### src/rtl/core/calendar_seconds_adder_assert.svh
// Assertion macros used by the calendar seconds adder RTL.
`ifndef CALENDAR_SECONDS_ADDER_ASSERT_SVH
`define CALENDAR_SECONDS_ADDER_ASSERT_SVH

// Same-cycle implication under asynchronous active-low reset.
`define CSA_ASSERT_IMPLY(name, clk, rst_n, ante, cons, msg) \
	name: assert property (@(posedge clk) disable iff (!rst_n) (ante) |-> (cons)) \
	else $error(msg);

// Implication after a fixed number of cycles.
`define CSA_ASSERT_DELAY(name, clk, rst_n, ante, n, cons, msg) \
	name: assert property (@(posedge clk) disable iff (!rst_n) (ante) |-> ##(n) (cons)) \
	else $error(msg);

`endif

### src/rtl/core/csa_pkg.sv
package csa_pkg;

	localparam int YEAR_W  = 12;
	localparam int MONTH_W = 4;
	localparam int DAY_W   = 5;
	localparam int HOUR_W  = 5;
	localparam int MIN_W   = 6;
	localparam int SEC_W   = 6;
	localparam int SECS_W  = 32;
	localparam int WDAY_W  = 3;
	localparam int CFG_IDX_W = 2;

	localparam logic [YEAR_W-1:0] EPOCH_YEAR   = 12'd2000;
	localparam logic [YEAR_W-1:0] MIN_YEAR_RST = 12'd2024;
	localparam logic [YEAR_W-1:0] MAX_YEAR_RST = 12'd2099;

	// leap days counted up to and including 1999
	localparam int LEAPS_1999 = 484;

	// result years 2000 .. 2136
	localparam int YEAR_SPAN = 137;
	localparam logic [7:0] YEAR_EST_MAX = 8'(YEAR_SPAN - 2);

	// cycles from accepted start to result strobe
	localparam int LATENCY = 10;

	// reciprocal constants for division by constants
	localparam logic [12:0] DIV100_MUL = 13'd5243;      // x/100, shift 19
	localparam logic [25:0] DAY_MUL    = 26'd50903317;  // (x>>7)/675, shift 35
	localparam logic [11:0] YEAR_MUL   = 12'd2871;      // year estimate, shift 20
	localparam logic [16:0] DIV7_MUL   = 17'd74899;     // x/7, shift 19
	localparam logic [13:0] HOUR_MUL   = 14'd9321;      // (x>>4)/225, shift 21
	localparam logic [10:0] MIN_MUL    = 11'd1093;      // (x>>2)/15, shift 14

	typedef enum logic [CFG_IDX_W-1:0] {
		CFG_MIN_YEAR = 2'd0,
		CFG_MAX_YEAR = 2'd1
	} cfg_idx_t;

	typedef struct packed {
		logic        vld;
		logic        ok;
		logic [31:0] base;
		logic [31:0] offset;
	} fwd_beat_t;

	typedef logic [15:0] ystart_t [0:YEAR_SPAN];
	typedef logic yleap_t [0:YEAR_SPAN-1];

	function automatic logic greg_leap(input int unsigned y);
		return ((y % 4 == 0) && (y % 100 != 0)) || (y % 400 == 0);
	endfunction

	function automatic ystart_t year_start_table();
		ystart_t t;
		int unsigned acc;
		acc = 0;
		for (int k = 0; k <= YEAR_SPAN; k++) begin
			t[k] = 16'(acc);
			acc = acc + (greg_leap(2000 + k) ? 366 : 365);
		end
		return t;
	endfunction

	function automatic yleap_t year_leap_table();
		yleap_t t;
		for (int k = 0; k < YEAR_SPAN; k++) begin
			t[k] = greg_leap(2000 + k);
		end
		return t;
	endfunction

	// first day of each result year, counted from 2000-01-01
	localparam ystart_t YEAR_START = year_start_table();
	localparam yleap_t  YEAR_LEAP  = year_leap_table();

	// days of a common year before the given month; out-of-range months saturate
	function automatic logic [8:0] month_cum(input logic [MONTH_W-1:0] m);
		logic [8:0] r;
		case (m)
			4'd0, 4'd1: r = 9'd0;
			4'd2:  r = 9'd31;
			4'd3:  r = 9'd59;
			4'd4:  r = 9'd90;
			4'd5:  r = 9'd120;
			4'd6:  r = 9'd151;
			4'd7:  r = 9'd181;
			4'd8:  r = 9'd212;
			4'd9:  r = 9'd243;
			4'd10: r = 9'd273;
			4'd11: r = 9'd304;
			4'd12: r = 9'd334;
			default: r = 9'd365;
		endcase
		return r;
	endfunction

	// length of a month, zero for codes that are no month
	function automatic logic [DAY_W-1:0] month_len(input logic [MONTH_W-1:0] m,
			input logic leap);
		logic [DAY_W-1:0] r;
		case (m)
			4'd1, 4'd3, 4'd5, 4'd7, 4'd8, 4'd10, 4'd12: r = 5'd31;
			4'd4, 4'd6, 4'd9, 4'd11: r = 5'd30;
			4'd2: r = leap ? 5'd29 : 5'd28;
			default: r = 5'd0;
		endcase
		return r;
	endfunction

endpackage

### src/rtl/core/calendar_seconds_adder.sv
// Calendar seconds adder.
// Input: pulse start with a date, a time of day and a 32-bit offset in
// seconds on the in_* and offset_seconds ports; the beat is taken at a clock
// edge where start is high and busy is low. busy stays low: a new beat may
// enter in every cycle.
// Output: done is high for one cycle with the beat's result: the validity
// flag, the input as seconds since 2000-01-01, and the date, time and
// weekday (Monday 1 .. Sunday 7) of input plus offset, modulo 2^32 seconds.
// The path from start to done runs through ten pipeline stages:
// three for date to seconds, seven for the offset add and seconds to date.
// Throughput is one beat per cycle; results leave in input order.
// Configuration: cfg_we writes cfg_wdata into register cfg_index (0 lowest
// valid year, 1 highest valid year); other indexes are ignored. Write only
// while no beat is in flight.
// Reset clears the pipeline valid bits and loads the year window 2024..2099.
// The receiver has no stall: every result is shown for its one cycle only.
`include "calendar_seconds_adder_assert.svh"

module calendar_seconds_adder (
	input  logic                             clk,
	input  logic                             arst_n,
	input  logic                             start,
	output logic                             busy,
	input  logic [csa_pkg::YEAR_W-1:0]       in_year,
	input  logic [csa_pkg::MONTH_W-1:0]      in_month,
	input  logic [csa_pkg::DAY_W-1:0]        in_day,
	input  logic [csa_pkg::HOUR_W-1:0]       in_hour,
	input  logic [csa_pkg::MIN_W-1:0]        in_minute,
	input  logic [csa_pkg::SEC_W-1:0]        in_second,
	input  logic [csa_pkg::SECS_W-1:0]       offset_seconds,
	input  logic                             cfg_we,
	input  logic [csa_pkg::CFG_IDX_W-1:0]    cfg_index,
	input  logic [csa_pkg::YEAR_W-1:0]       cfg_wdata,
	output logic                             done,
	output logic                             input_valid,
	output logic [csa_pkg::SECS_W-1:0]       base_seconds,
	output logic [csa_pkg::YEAR_W-1:0]       out_year,
	output logic [csa_pkg::MONTH_W-1:0]      out_month,
	output logic [csa_pkg::DAY_W-1:0]        out_day,
	output logic [csa_pkg::HOUR_W-1:0]       out_hour,
	output logic [csa_pkg::MIN_W-1:0]        out_minute,
	output logic [csa_pkg::SEC_W-1:0]        out_second,
	output logic [csa_pkg::WDAY_W-1:0]       out_weekday
);

	logic [csa_pkg::YEAR_W-1:0] min_year_q, max_year_q;
	csa_pkg::fwd_beat_t         fwd_beat;

	assign busy = 1'b0;

	// hold the year window
	always_ff @(posedge clk or negedge arst_n) begin
		if (!arst_n) begin
			min_year_q <= csa_pkg::MIN_YEAR_RST;
			max_year_q <= csa_pkg::MAX_YEAR_RST;
		end else if (cfg_we) begin
			case (cfg_index)
				csa_pkg::CFG_MIN_YEAR: min_year_q <= cfg_wdata;
				csa_pkg::CFG_MAX_YEAR: max_year_q <= cfg_wdata;
				default: ;
			endcase
		end
	end

	csa_fwd u_fwd (
		.clk            (clk),
		.arst_n         (arst_n),
		.in_vld         (start && !busy),
		.in_year        (in_year),
		.in_month       (in_month),
		.in_day         (in_day),
		.in_hour        (in_hour),
		.in_minute      (in_minute),
		.in_second      (in_second),
		.offset_seconds (offset_seconds),
		.min_year       (min_year_q),
		.max_year       (max_year_q),
		.beat           (fwd_beat)
	);

	csa_rev u_rev (
		.clk          (clk),
		.arst_n       (arst_n),
		.beat         (fwd_beat),
		.done         (done),
		.input_valid  (input_valid),
		.base_seconds (base_seconds),
		.out_year     (out_year),
		.out_month    (out_month),
		.out_day      (out_day),
		.out_hour     (out_hour),
		.out_minute   (out_minute),
		.out_second   (out_second),
		.out_weekday  (out_weekday)
	);

	`CSA_ASSERT_DELAY(a_start_gives_done, clk, arst_n, start && !busy, csa_pkg::LATENCY, done, "accepted beat gave no result")
	`CSA_ASSERT_IMPLY(a_done_has_start, clk, arst_n, done, $past(start && !busy, csa_pkg::LATENCY), "result without accepted beat")
	`CSA_ASSERT_IMPLY(a_result_date_legal, clk, arst_n, done, (out_month >= 4'd1) && (out_month <= 4'd12) && (out_day >= 5'd1) && (out_weekday >= 3'd1) && (out_weekday <= 3'd7), "result date out of range")

endmodule

### src/rtl/core/csa_fwd.sv
module csa_fwd (
	input  logic                             clk,
	input  logic                             arst_n,
	input  logic                             in_vld,
	input  logic [csa_pkg::YEAR_W-1:0]       in_year,
	input  logic [csa_pkg::MONTH_W-1:0]      in_month,
	input  logic [csa_pkg::DAY_W-1:0]        in_day,
	input  logic [csa_pkg::HOUR_W-1:0]       in_hour,
	input  logic [csa_pkg::MIN_W-1:0]        in_minute,
	input  logic [csa_pkg::SEC_W-1:0]        in_second,
	input  logic [csa_pkg::SECS_W-1:0]       offset_seconds,
	input  logic [csa_pkg::YEAR_W-1:0]       min_year,
	input  logic [csa_pkg::YEAR_W-1:0]       max_year,
	output csa_pkg::fwd_beat_t               beat
);

	// stage 1: register fields, divide year by 100 and 400
	logic [11:0] yprev;
	logic [24:0] y100_p, n100_p;
	logic [22:0] y400_p, n400_p;

	logic        vld_s1, win_s1;
	logic [11:0] year_s1, yprev_s1;
	logic [3:0]  month_s1;
	logic [4:0]  day_s1, hour_s1;
	logic [5:0]  minute_s1, second_s1;
	logic [31:0] off_s1;
	logic [5:0]  y100_s1, n100_s1;
	logic [3:0]  y400_s1, n400_s1;

	assign yprev  = in_year - 12'd1;
	assign y100_p = 25'(in_year) * 25'(csa_pkg::DIV100_MUL);
	assign n100_p = 25'(yprev) * 25'(csa_pkg::DIV100_MUL);
	assign y400_p = 23'(in_year[11:2]) * 23'(csa_pkg::DIV100_MUL);
	assign n400_p = 23'(yprev[11:2]) * 23'(csa_pkg::DIV100_MUL);

	always_ff @(posedge clk) begin
		year_s1   <= in_year;
		yprev_s1  <= yprev;
		month_s1  <= in_month;
		day_s1    <= in_day;
		hour_s1   <= in_hour;
		minute_s1 <= in_minute;
		second_s1 <= in_second;
		off_s1    <= offset_seconds;
		y100_s1   <= y100_p[24:19];
		n100_s1   <= n100_p[24:19];
		y400_s1   <= y400_p[22:19];
		n400_s1   <= n400_p[22:19];
		win_s1    <= (in_year >= min_year) && (in_year <= max_year);
	end

	// stage 2: leap rule, whole years and months in days, time of day
	logic        leap_c, ok_c;
	logic [20:0] dy_c, dtot_c;
	logic [9:0]  cm_c;
	logic [4:0]  mdays_c;
	logic [16:0] tsec_c;

	logic        vld_s2, ok_s2;
	logic [20:0] dtot_s2;
	logic [16:0] tsec_s2;
	logic [31:0] off_s2;

	always_comb begin
		leap_c = ((year_s1[1:0] == 2'b00) && (year_s1 != 12'({6'd0, y100_s1} * 12'd100)))
			|| (year_s1 == 12'({8'd0, y400_s1} * 12'd400));
		if (year_s1 > csa_pkg::EPOCH_YEAR) begin
			dy_c = 21'(year_s1 - csa_pkg::EPOCH_YEAR) * 21'd365 + 21'(yprev_s1[11:2])
				- 21'(n100_s1) + 21'(n400_s1) - 21'(csa_pkg::LEAPS_1999);
		end else begin
			dy_c = '0;
		end
		cm_c    = 10'(csa_pkg::month_cum(month_s1)) + 10'(leap_c && (month_s1 >= 4'd3));
		dtot_c  = dy_c + 21'(cm_c) + 21'(day_s1);
		mdays_c = csa_pkg::month_len(month_s1, leap_c);
		ok_c    = win_s1 && (month_s1 >= 4'd1) && (month_s1 <= 4'd12)
			&& (day_s1 != 5'd0) && (day_s1 <= mdays_c)
			&& (hour_s1 <= 5'd23) && (minute_s1 <= 6'd59) && (second_s1 <= 6'd59);
		tsec_c  = 17'(hour_s1) * 17'd3600 + 17'(minute_s1) * 17'd60 + 17'(second_s1);
	end

	always_ff @(posedge clk) begin
		ok_s2   <= ok_c;
		dtot_s2 <= dtot_c;
		tsec_s2 <= tsec_c;
		off_s2  <= off_s1;
	end

	// stage 3: days to seconds, wrapping at 32 bits
	logic        vld_s3, ok_s3;
	logic [31:0] base_s3, off_s3;

	always_ff @(posedge clk) begin
		ok_s3   <= ok_s2;
		base_s3 <= 32'(dtot_s2) * 32'd86400 + 32'(tsec_s2) - 32'd86400;
		off_s3  <= off_s2;
	end

	// advance valid bits
	always_ff @(posedge clk or negedge arst_n) begin
		if (!arst_n) begin
			vld_s1 <= 1'b0;
			vld_s2 <= 1'b0;
			vld_s3 <= 1'b0;
		end else begin
			vld_s1 <= in_vld;
			vld_s2 <= vld_s1;
			vld_s3 <= vld_s2;
		end
	end

	assign beat = '{vld: vld_s3, ok: ok_s3, base: base_s3, offset: off_s3};

endmodule

### src/rtl/core/csa_rev.sv
module csa_rev (
	input  logic                             clk,
	input  logic                             arst_n,
	input  csa_pkg::fwd_beat_t               beat,
	output logic                             done,
	output logic                             input_valid,
	output logic [csa_pkg::SECS_W-1:0]       base_seconds,
	output logic [csa_pkg::YEAR_W-1:0]       out_year,
	output logic [csa_pkg::MONTH_W-1:0]      out_month,
	output logic [csa_pkg::DAY_W-1:0]        out_day,
	output logic [csa_pkg::HOUR_W-1:0]       out_hour,
	output logic [csa_pkg::MIN_W-1:0]        out_minute,
	output logic [csa_pkg::SEC_W-1:0]        out_second,
	output logic [csa_pkg::WDAY_W-1:0]       out_weekday
);

	logic vld_s4, vld_s5, vld_s6, vld_s7, vld_s8, vld_s9, vld_s10;

	// stage 4: add the offset
	logic        ok_s4;
	logic [31:0] base_s4, sum_s4;

	always_ff @(posedge clk) begin
		ok_s4   <= beat.ok;
		base_s4 <= beat.base;
		sum_s4  <= beat.base + beat.offset;
	end

	// stage 5: day count by reciprocal of 86400
	logic        ok_s5;
	logic [31:0] base_s5, sum_s5;
	logic [50:0] prod_s5;

	always_ff @(posedge clk) begin
		ok_s5   <= ok_s4;
		base_s5 <= base_s4;
		sum_s5  <= sum_s4;
		prod_s5 <= 51'(sum_s4[31:7]) * 51'(csa_pkg::DAY_MUL);
	end

	// stage 6: second of day, year estimate, day count over 7
	logic [15:0] days_c;
	logic [31:0] dsec_c, q7_p;
	logic [27:0] est_p;
	logic [7:0]  est_c;

	logic        ok_s6;
	logic [31:0] base_s6;
	logic [15:0] days_s6;
	logic [16:0] rem_s6;
	logic [7:0]  est_s6;
	logic [12:0] q7_s6;

	always_comb begin
		days_c = prod_s5[50:35];
		dsec_c = 32'(days_c) * 32'd86400;
		est_p  = 28'(days_c) * 28'(csa_pkg::YEAR_MUL);
		est_c  = (est_p[27:20] > csa_pkg::YEAR_EST_MAX) ? csa_pkg::YEAR_EST_MAX : est_p[27:20];
		q7_p   = 32'(days_c) * 32'(csa_pkg::DIV7_MUL);
	end

	always_ff @(posedge clk) begin
		ok_s6   <= ok_s5;
		base_s6 <= base_s5;
		days_s6 <= days_c;
		rem_s6  <= 17'(sum_s5 - dsec_c);
		est_s6  <= est_c;
		q7_s6   <= q7_p[31:19];
	end

	// stage 7: pick the year around the estimate, hour, day count mod 7
	logic [7:0]  est_m1, idx_c;
	logic [15:0] ts0, ts1, tsm, start_c;
	logic [26:0] hour_p;
	logic [15:0] wr_full;

	logic        ok_s7;
	logic [31:0] base_s7;
	logic [7:0]  idx_s7;
	logic [8:0]  doy_s7;
	logic [4:0]  hour_s7;
	logic [16:0] rem_s7;
	logic [2:0]  wr_s7;

	always_comb begin
		est_m1 = (est_s6 == 8'd0) ? 8'd0 : est_s6 - 8'd1;
		ts0 = csa_pkg::YEAR_START[est_s6];
		ts1 = csa_pkg::YEAR_START[est_s6 + 8'd1];
		tsm = csa_pkg::YEAR_START[est_m1];
		if (days_s6 >= ts1) begin
			idx_c   = est_s6 + 8'd1;
			start_c = ts1;
		end else if (days_s6 >= ts0) begin
			idx_c   = est_s6;
			start_c = ts0;
		end else begin
			idx_c   = est_m1;
			start_c = tsm;
		end
		hour_p  = 27'(rem_s6[16:4]) * 27'(csa_pkg::HOUR_MUL);
		wr_full = days_s6 - 16'(q7_s6) * 16'd7;
	end

	always_ff @(posedge clk) begin
		ok_s7   <= ok_s6;
		base_s7 <= base_s6;
		idx_s7  <= idx_c;
		doy_s7  <= 9'(days_s6 - start_c);
		hour_s7 <= hour_p[25:21];
		rem_s7  <= rem_s6;
		wr_s7   <= wr_full[2:0];
	end

	// stage 8: month and day of month, seconds within hour, weekday
	logic        leap_c;
	logic [3:0]  cnt_c, mon_c;
	logic [8:0]  mstart_c;
	logic [3:0]  wsum_c;
	logic [2:0]  wday_c;

	logic        ok_s8;
	logic [31:0] base_s8;
	logic [11:0] year_s8;
	logic [3:0]  month_s8;
	logic [4:0]  mday_s8, hour_s8;
	logic [11:0] rmin_s8;
	logic [2:0]  wday_s8;

	always_comb begin
		leap_c = csa_pkg::YEAR_LEAP[idx_s7];
		cnt_c  = '0;
		for (int k = 2; k <= 12; k++) begin
			if (doy_s7 >= 9'(csa_pkg::month_cum(4'(k))) + 9'(leap_c && (k >= 3))) begin
				cnt_c = cnt_c + 4'd1;
			end
		end
		mon_c    = cnt_c + 4'd1;
		mstart_c = csa_pkg::month_cum(mon_c) + 9'(leap_c && (mon_c >= 4'd3));
		// day zero of the count is a Saturday
		wsum_c = 4'(wr_s7) + 4'd6;
		if (wsum_c >= 4'd7) begin
			wsum_c = wsum_c - 4'd7;
		end
		wday_c = (wsum_c == 4'd0) ? 3'd7 : wsum_c[2:0];
	end

	always_ff @(posedge clk) begin
		ok_s8    <= ok_s7;
		base_s8  <= base_s7;
		year_s8  <= csa_pkg::EPOCH_YEAR + 12'(idx_s7);
		month_s8 <= mon_c;
		mday_s8  <= 5'(doy_s7 - mstart_c + 9'd1);
		hour_s8  <= hour_s7;
		rmin_s8  <= 12'(rem_s7 - 17'(hour_s7) * 17'd3600);
		wday_s8  <= wday_c;
	end

	// stage 9: minute by reciprocal of 60
	logic [20:0] min_p;
	logic        ok_s9;
	logic [31:0] base_s9;
	logic [11:0] year_s9, rmin_s9;
	logic [3:0]  month_s9;
	logic [4:0]  mday_s9, hour_s9;
	logic [5:0]  minute_s9;
	logic [2:0]  wday_s9;

	assign min_p = 21'(rmin_s8[11:2]) * 21'(csa_pkg::MIN_MUL);

	always_ff @(posedge clk) begin
		ok_s9     <= ok_s8;
		base_s9   <= base_s8;
		year_s9   <= year_s8;
		month_s9  <= month_s8;
		mday_s9   <= mday_s8;
		hour_s9   <= hour_s8;
		rmin_s9   <= rmin_s8;
		minute_s9 <= min_p[19:14];
		wday_s9   <= wday_s8;
	end

	// stage 10: second, drive the result registers
	always_ff @(posedge clk) begin
		input_valid  <= ok_s9;
		base_seconds <= base_s9;
		out_year     <= year_s9;
		out_month    <= month_s9;
		out_day      <= mday_s9;
		out_hour     <= hour_s9;
		out_minute   <= minute_s9;
		out_second   <= 6'(rmin_s9 - 12'(minute_s9) * 12'd60);
		out_weekday  <= wday_s9;
	end

	// advance valid bits
	always_ff @(posedge clk or negedge arst_n) begin
		if (!arst_n) begin
			vld_s4  <= 1'b0;
			vld_s5  <= 1'b0;
			vld_s6  <= 1'b0;
			vld_s7  <= 1'b0;
			vld_s8  <= 1'b0;
			vld_s9  <= 1'b0;
			vld_s10 <= 1'b0;
		end else begin
			vld_s4  <= beat.vld;
			vld_s5  <= vld_s4;
			vld_s6  <= vld_s5;
			vld_s7  <= vld_s6;
			vld_s8  <= vld_s7;
			vld_s9  <= vld_s8;
			vld_s10 <= vld_s9;
		end
	end

	assign done = vld_s10;

endmodule
### config.mk
export PLATFORM = sky130hd
export DESIGN_NAME = calendar_seconds_adder
export DESIGN_NICKNAME = d
export VERILOG_FILES = /design/src/rtl/core/csa_pkg.sv /design/src/rtl/core/calendar_seconds_adder.sv /design/src/rtl/core/csa_fwd.sv /design/src/rtl/core/csa_rev.sv
export VERILOG_INCLUDE_DIRS = /design/src /design/src/rtl/core
export SDC_FILE = /design/constraint.sdc
export NUM_CORES = 2
export LEC_CHECK = 0
export BUFFER_PORTS_ARGS = -buffer_cell sky130_fd_sc_hd__buf_2
export CAP_MARGIN = 15
export CORE_UTILIZATION = 60
export CTS_CLUSTER_DIAMETER = 120
export DETAILED_ROUTE_END_ITERATION = 8
export PLACE_DENSITY = 0.79
export SLEW_MARGIN = 30
export SYNTH_ARGS = -nofsm -noshare
export SYNTH_HDL_FRONTEND = slang
export SYNTH_SLANG_ARGS = --single-unit
### constraint.sdc
create_clock -name clk -period 10.7 [get_ports clk]
set_clock_uncertainty 0.1 [all_clocks]
set_input_delay 0.535 -clock clk [delete_from_list [all_inputs] [get_ports clk]]
set_output_delay 0.535 -clock clk [all_outputs]
set_load 0.005 [all_outputs]
==> flow_metrics.py <==
metrics = {
    "yosys": {
        "synthTopCellsByArea": "ha_1 (24%), dfxtp_1 (23%), fa_1 (18%)",
        "syn_inst": 6791,
        "synthSimpleGateAreaFrac_pct": 6.85,
        "synth_top_cell_area_share_pct": 24.1,
        "synthArstFlopShare_pct": 4.38,
        "ys_warn_count": 0,
        "ys.flop_type": "dfxtp_1",
        "synth_compound_area_share_pct": 12.6,
        "synth_nets": 8745,
        "avgSynthCellArea_um2": 9.70,
        "synthMuxAreaShare_pct": 0.885,
        "synth.distinct_cells": 101,
        "seq_area_frac_synth_pct": 23.9,
        "yosysMostFrequentCell": "inv_1",
        "synthXorXnorAreaFrac_pct": 4.91,
        "yosys.area.top_type": "ha_1",
        "synth_edf_count": 0,
        "synth_common_cells": "inv_1 (1289), ha_1 (1266), dfxtp_1 (743)",
        "synth_top_family_by_area": "adder cells",
        "syn_area_um2": 65900,
        "synth-seq-cells": 777,
        "synthAdderAreaFrac_pct": 42.3,
    },
    "sta": {
        "period_minus_slack_ns": 9.92,
        "worst_pin_slew_ns": 0.954,
        "slew_violations": 0,
        "setup_violations": 0,
        "finalCritPeriodShare_pct": 92.7,
        "fin_tns_setup_ns": 0,
        "slew_headroom_pct": 35.9,
        "max_freq_ghz": 0.101,
        "rsz0062_at_grt": "no",
        "hold_viol": 0,
    },
    "floorplan": {
        "rows": 121,
        "die_h_um": 333,
        "io_pins": 164,
        "coreArea_um2": 109000,
        "die_area_um2": 111000,
        "start_util_pct": 60.5,
        "die_x_um": 333,
    },
    "clock_tree": {
        "clockBufferDepth": 3,
        "insertion_delay_ns": 0.71,
        "clkSlewWorstSetupHoldPaths_ns": 0.06,
        "post_cts_buffers": 0,
        "cts_sinks": 777,
        "cts_tree": "done",
        "cts_buffers": 80,
        "cts-root-buf": "clkbuf_16",
        "htreeDepth": 3,
    },
    "setup_path": {
        "crit_top_cell": "ha_1",
        "arrival_ns": 10.37,
        "critPathMaxStageDelay_ns": 0.47,
        "cp_max_fo": 10,
        "cp_slowest_cell": "or4_4",
        "cp_data_required_time_ns": 11.15,
        "critPathKind": "flip-flop to flip-flop",
        "setup.worst_path.start_class": "flip-flop",
        "end_kind": "flip-flop",
    },
    "global_route": {
        "grtUsageTotal_pct": 27.7,
        "antenna_found_initial": 6,
        "grt_max_degree": 94,
        "grt_pass1_vias": 49800,
        "grt_pass1_wl_mm": 251,
        "grt_overflow": 0,
    },
    "drt": {
        "route.met2.wl_mm": 72.7,
        "vias": 47800,
        "ant_nets": 0,
        "wl_per_cell_um": 18.0,
        "wl_mm": 152,
        "wl_met3_mm": 9.32,
        "dr.pass1.iters": 9,
        "m1WireLength_mm": 64.7,
        "drtIter0Drc": 3247,
        "drcViolationCount": 0,
        "vias_per_cell": 5.66,
        "top_layer_used": "met5",
    },
    "placement": {
        "dpl.hpwl_mm": 117,
        "port_buffers": 162,
        "gp_congestion": 0.951,
    },
    "flow_run": {
        "maxCapViolCount": 0,
    },
    "final_layout": {
        "fillers": 8154,
        "area_growth_pct": 9.06,
        "drive_gt1_share_pct": 6.31,
        "nets": 8925,
    },
    "hold_path": {
        "min_path_type": "primary input to flip-flop",
    },
    "outcome": {
        "status": "complete, no violations",
    },
}
cells by family (layout without fill, tap and decap cells):
logic type      after synthesis  after routing
flops                       777            777
compound gates             1288           1288
buf+inv                    1484           1725
mux                          48             48
xor+xnor                    360            360
fa+ha+maj                  1867           1867
other cells                   1              3
simple gates                966            966
path summary, 6_finish.rpt:
path | from | endpoint | slack (ns) | cells past startpoint
max | u_rev.idx_s7[6] | u_rev.mday_s8[4] | 0.78 | 44
min reg2reg | u_rev.base_s8[14] | u_rev.base_s9[14] | 0.22 | 0
min in group asynchronous | arst_n | u_rev.done | 0.40 | 2
max reg2reg | u_rev.idx_s7[6] | u_rev.mday_s8[4] | 0.78 | 44
min | cfg_wdata[0] | max_year_q[0] | 0.04 | 2
max in group asynchronous | arst_n | max_year_q[2] | 9.63 | 2
registers in the layout (all words and copies together) (netlist names), 16 cells and up, named ones only:
name                cells
u_fwd.base_s3          32
u_fwd.dtot_s2          21
u_fwd.off_s1           32
u_fwd.off_s2           32
u_fwd.off_s3           32
u_fwd.tsec_s2          17
u_rev.base_s4          32
u_rev.base_s5          32
u_rev.base_s6          32
u_rev.base_s7          32
u_rev.base_s8          32
u_rev.base_s9          32
u_rev.base_seconds     32
u_rev.days_s6          16
u_rev.prod_s5          16
u_rev.rem_s6           17
u_rev.sum_s4           32
u_rev.sum_s5           17
layout make-up:
type | instances | area (um^2) | share of cell area (%)
Clock buffer | 97 | 2140 | 2.98
Clock inverter | 46 | 754 | 1.05
Sequential cell | 777 | 15700 | 21.9
Inverter | 1293 | 4850 | 6.76
Tap cell | 1414 | 1770 | 2.46
Timing Repair Buffer | 289 | 1960 | 2.73
Multi-Input combinational cell | 4530 | 44600 | 62.1
Antenna cell | 2 | 5.00 | 0.00697
through the flow:
step,setup slack (ns),std cells,instance area [um^2],utilization [%],hold slack [ns]
finish,0.777,8448,71800,66.0,0.0370
global route,0.00632,8446,71800,66.0,0.0397
CTS,0.852,8446,71800,66.0,0.00212
detailed placement,0.855,8230,68200,62.6,0.212
global placement,1.21,8230,68200,62.6,0.210
floorplan,1.72,6791,65900,-,0.139
timing repair:
action	4_1_cts	5_1_grt
hold buffers	73	0
gates resized for setup	0	1
hold endpoints to repair	94	0
setup endpoints to repair	0	1
cell usage in the layout (no fill, tap or decap), drive strengths merged, types with 216 or more instances in the layout:
master,instances
inv,1297
ha,1266
dfxtp,743
fa,600
a21oi,356
nand2,300
nor2,288
o21ai,272
xnor2,267
buf,216
routing by layer:
| layer | vias to the layer above | GRT usage (%) |
|---|---|---|
| met5 | - | 0 |
| met2 | 1499 | 47.3 |
| met4 | 2 | 10.5 |
| met3 | 394 | 3.92 |
| met1 | 23000 | 35.6 |
| li1 | 23000 | - |
worst max-delay path, delay by kind of cell (launching register included):
kind | cells | cell delay (ns)
adders and majority gates | 12 | 3.93
and+or+nand+nor | 11 | 2.00
AOI/OAI and AO/OA | 9 | 1.86
xor gates and xnor gates | 6 | 0.76
muxes | 2 | 0.45
DFF | 1 | 0.40
buffers and inverters | 4 | 0.30
Power is not shown: default switching activity piles up to over one toggle a cycle in this logic, so the estimate is an artifact.
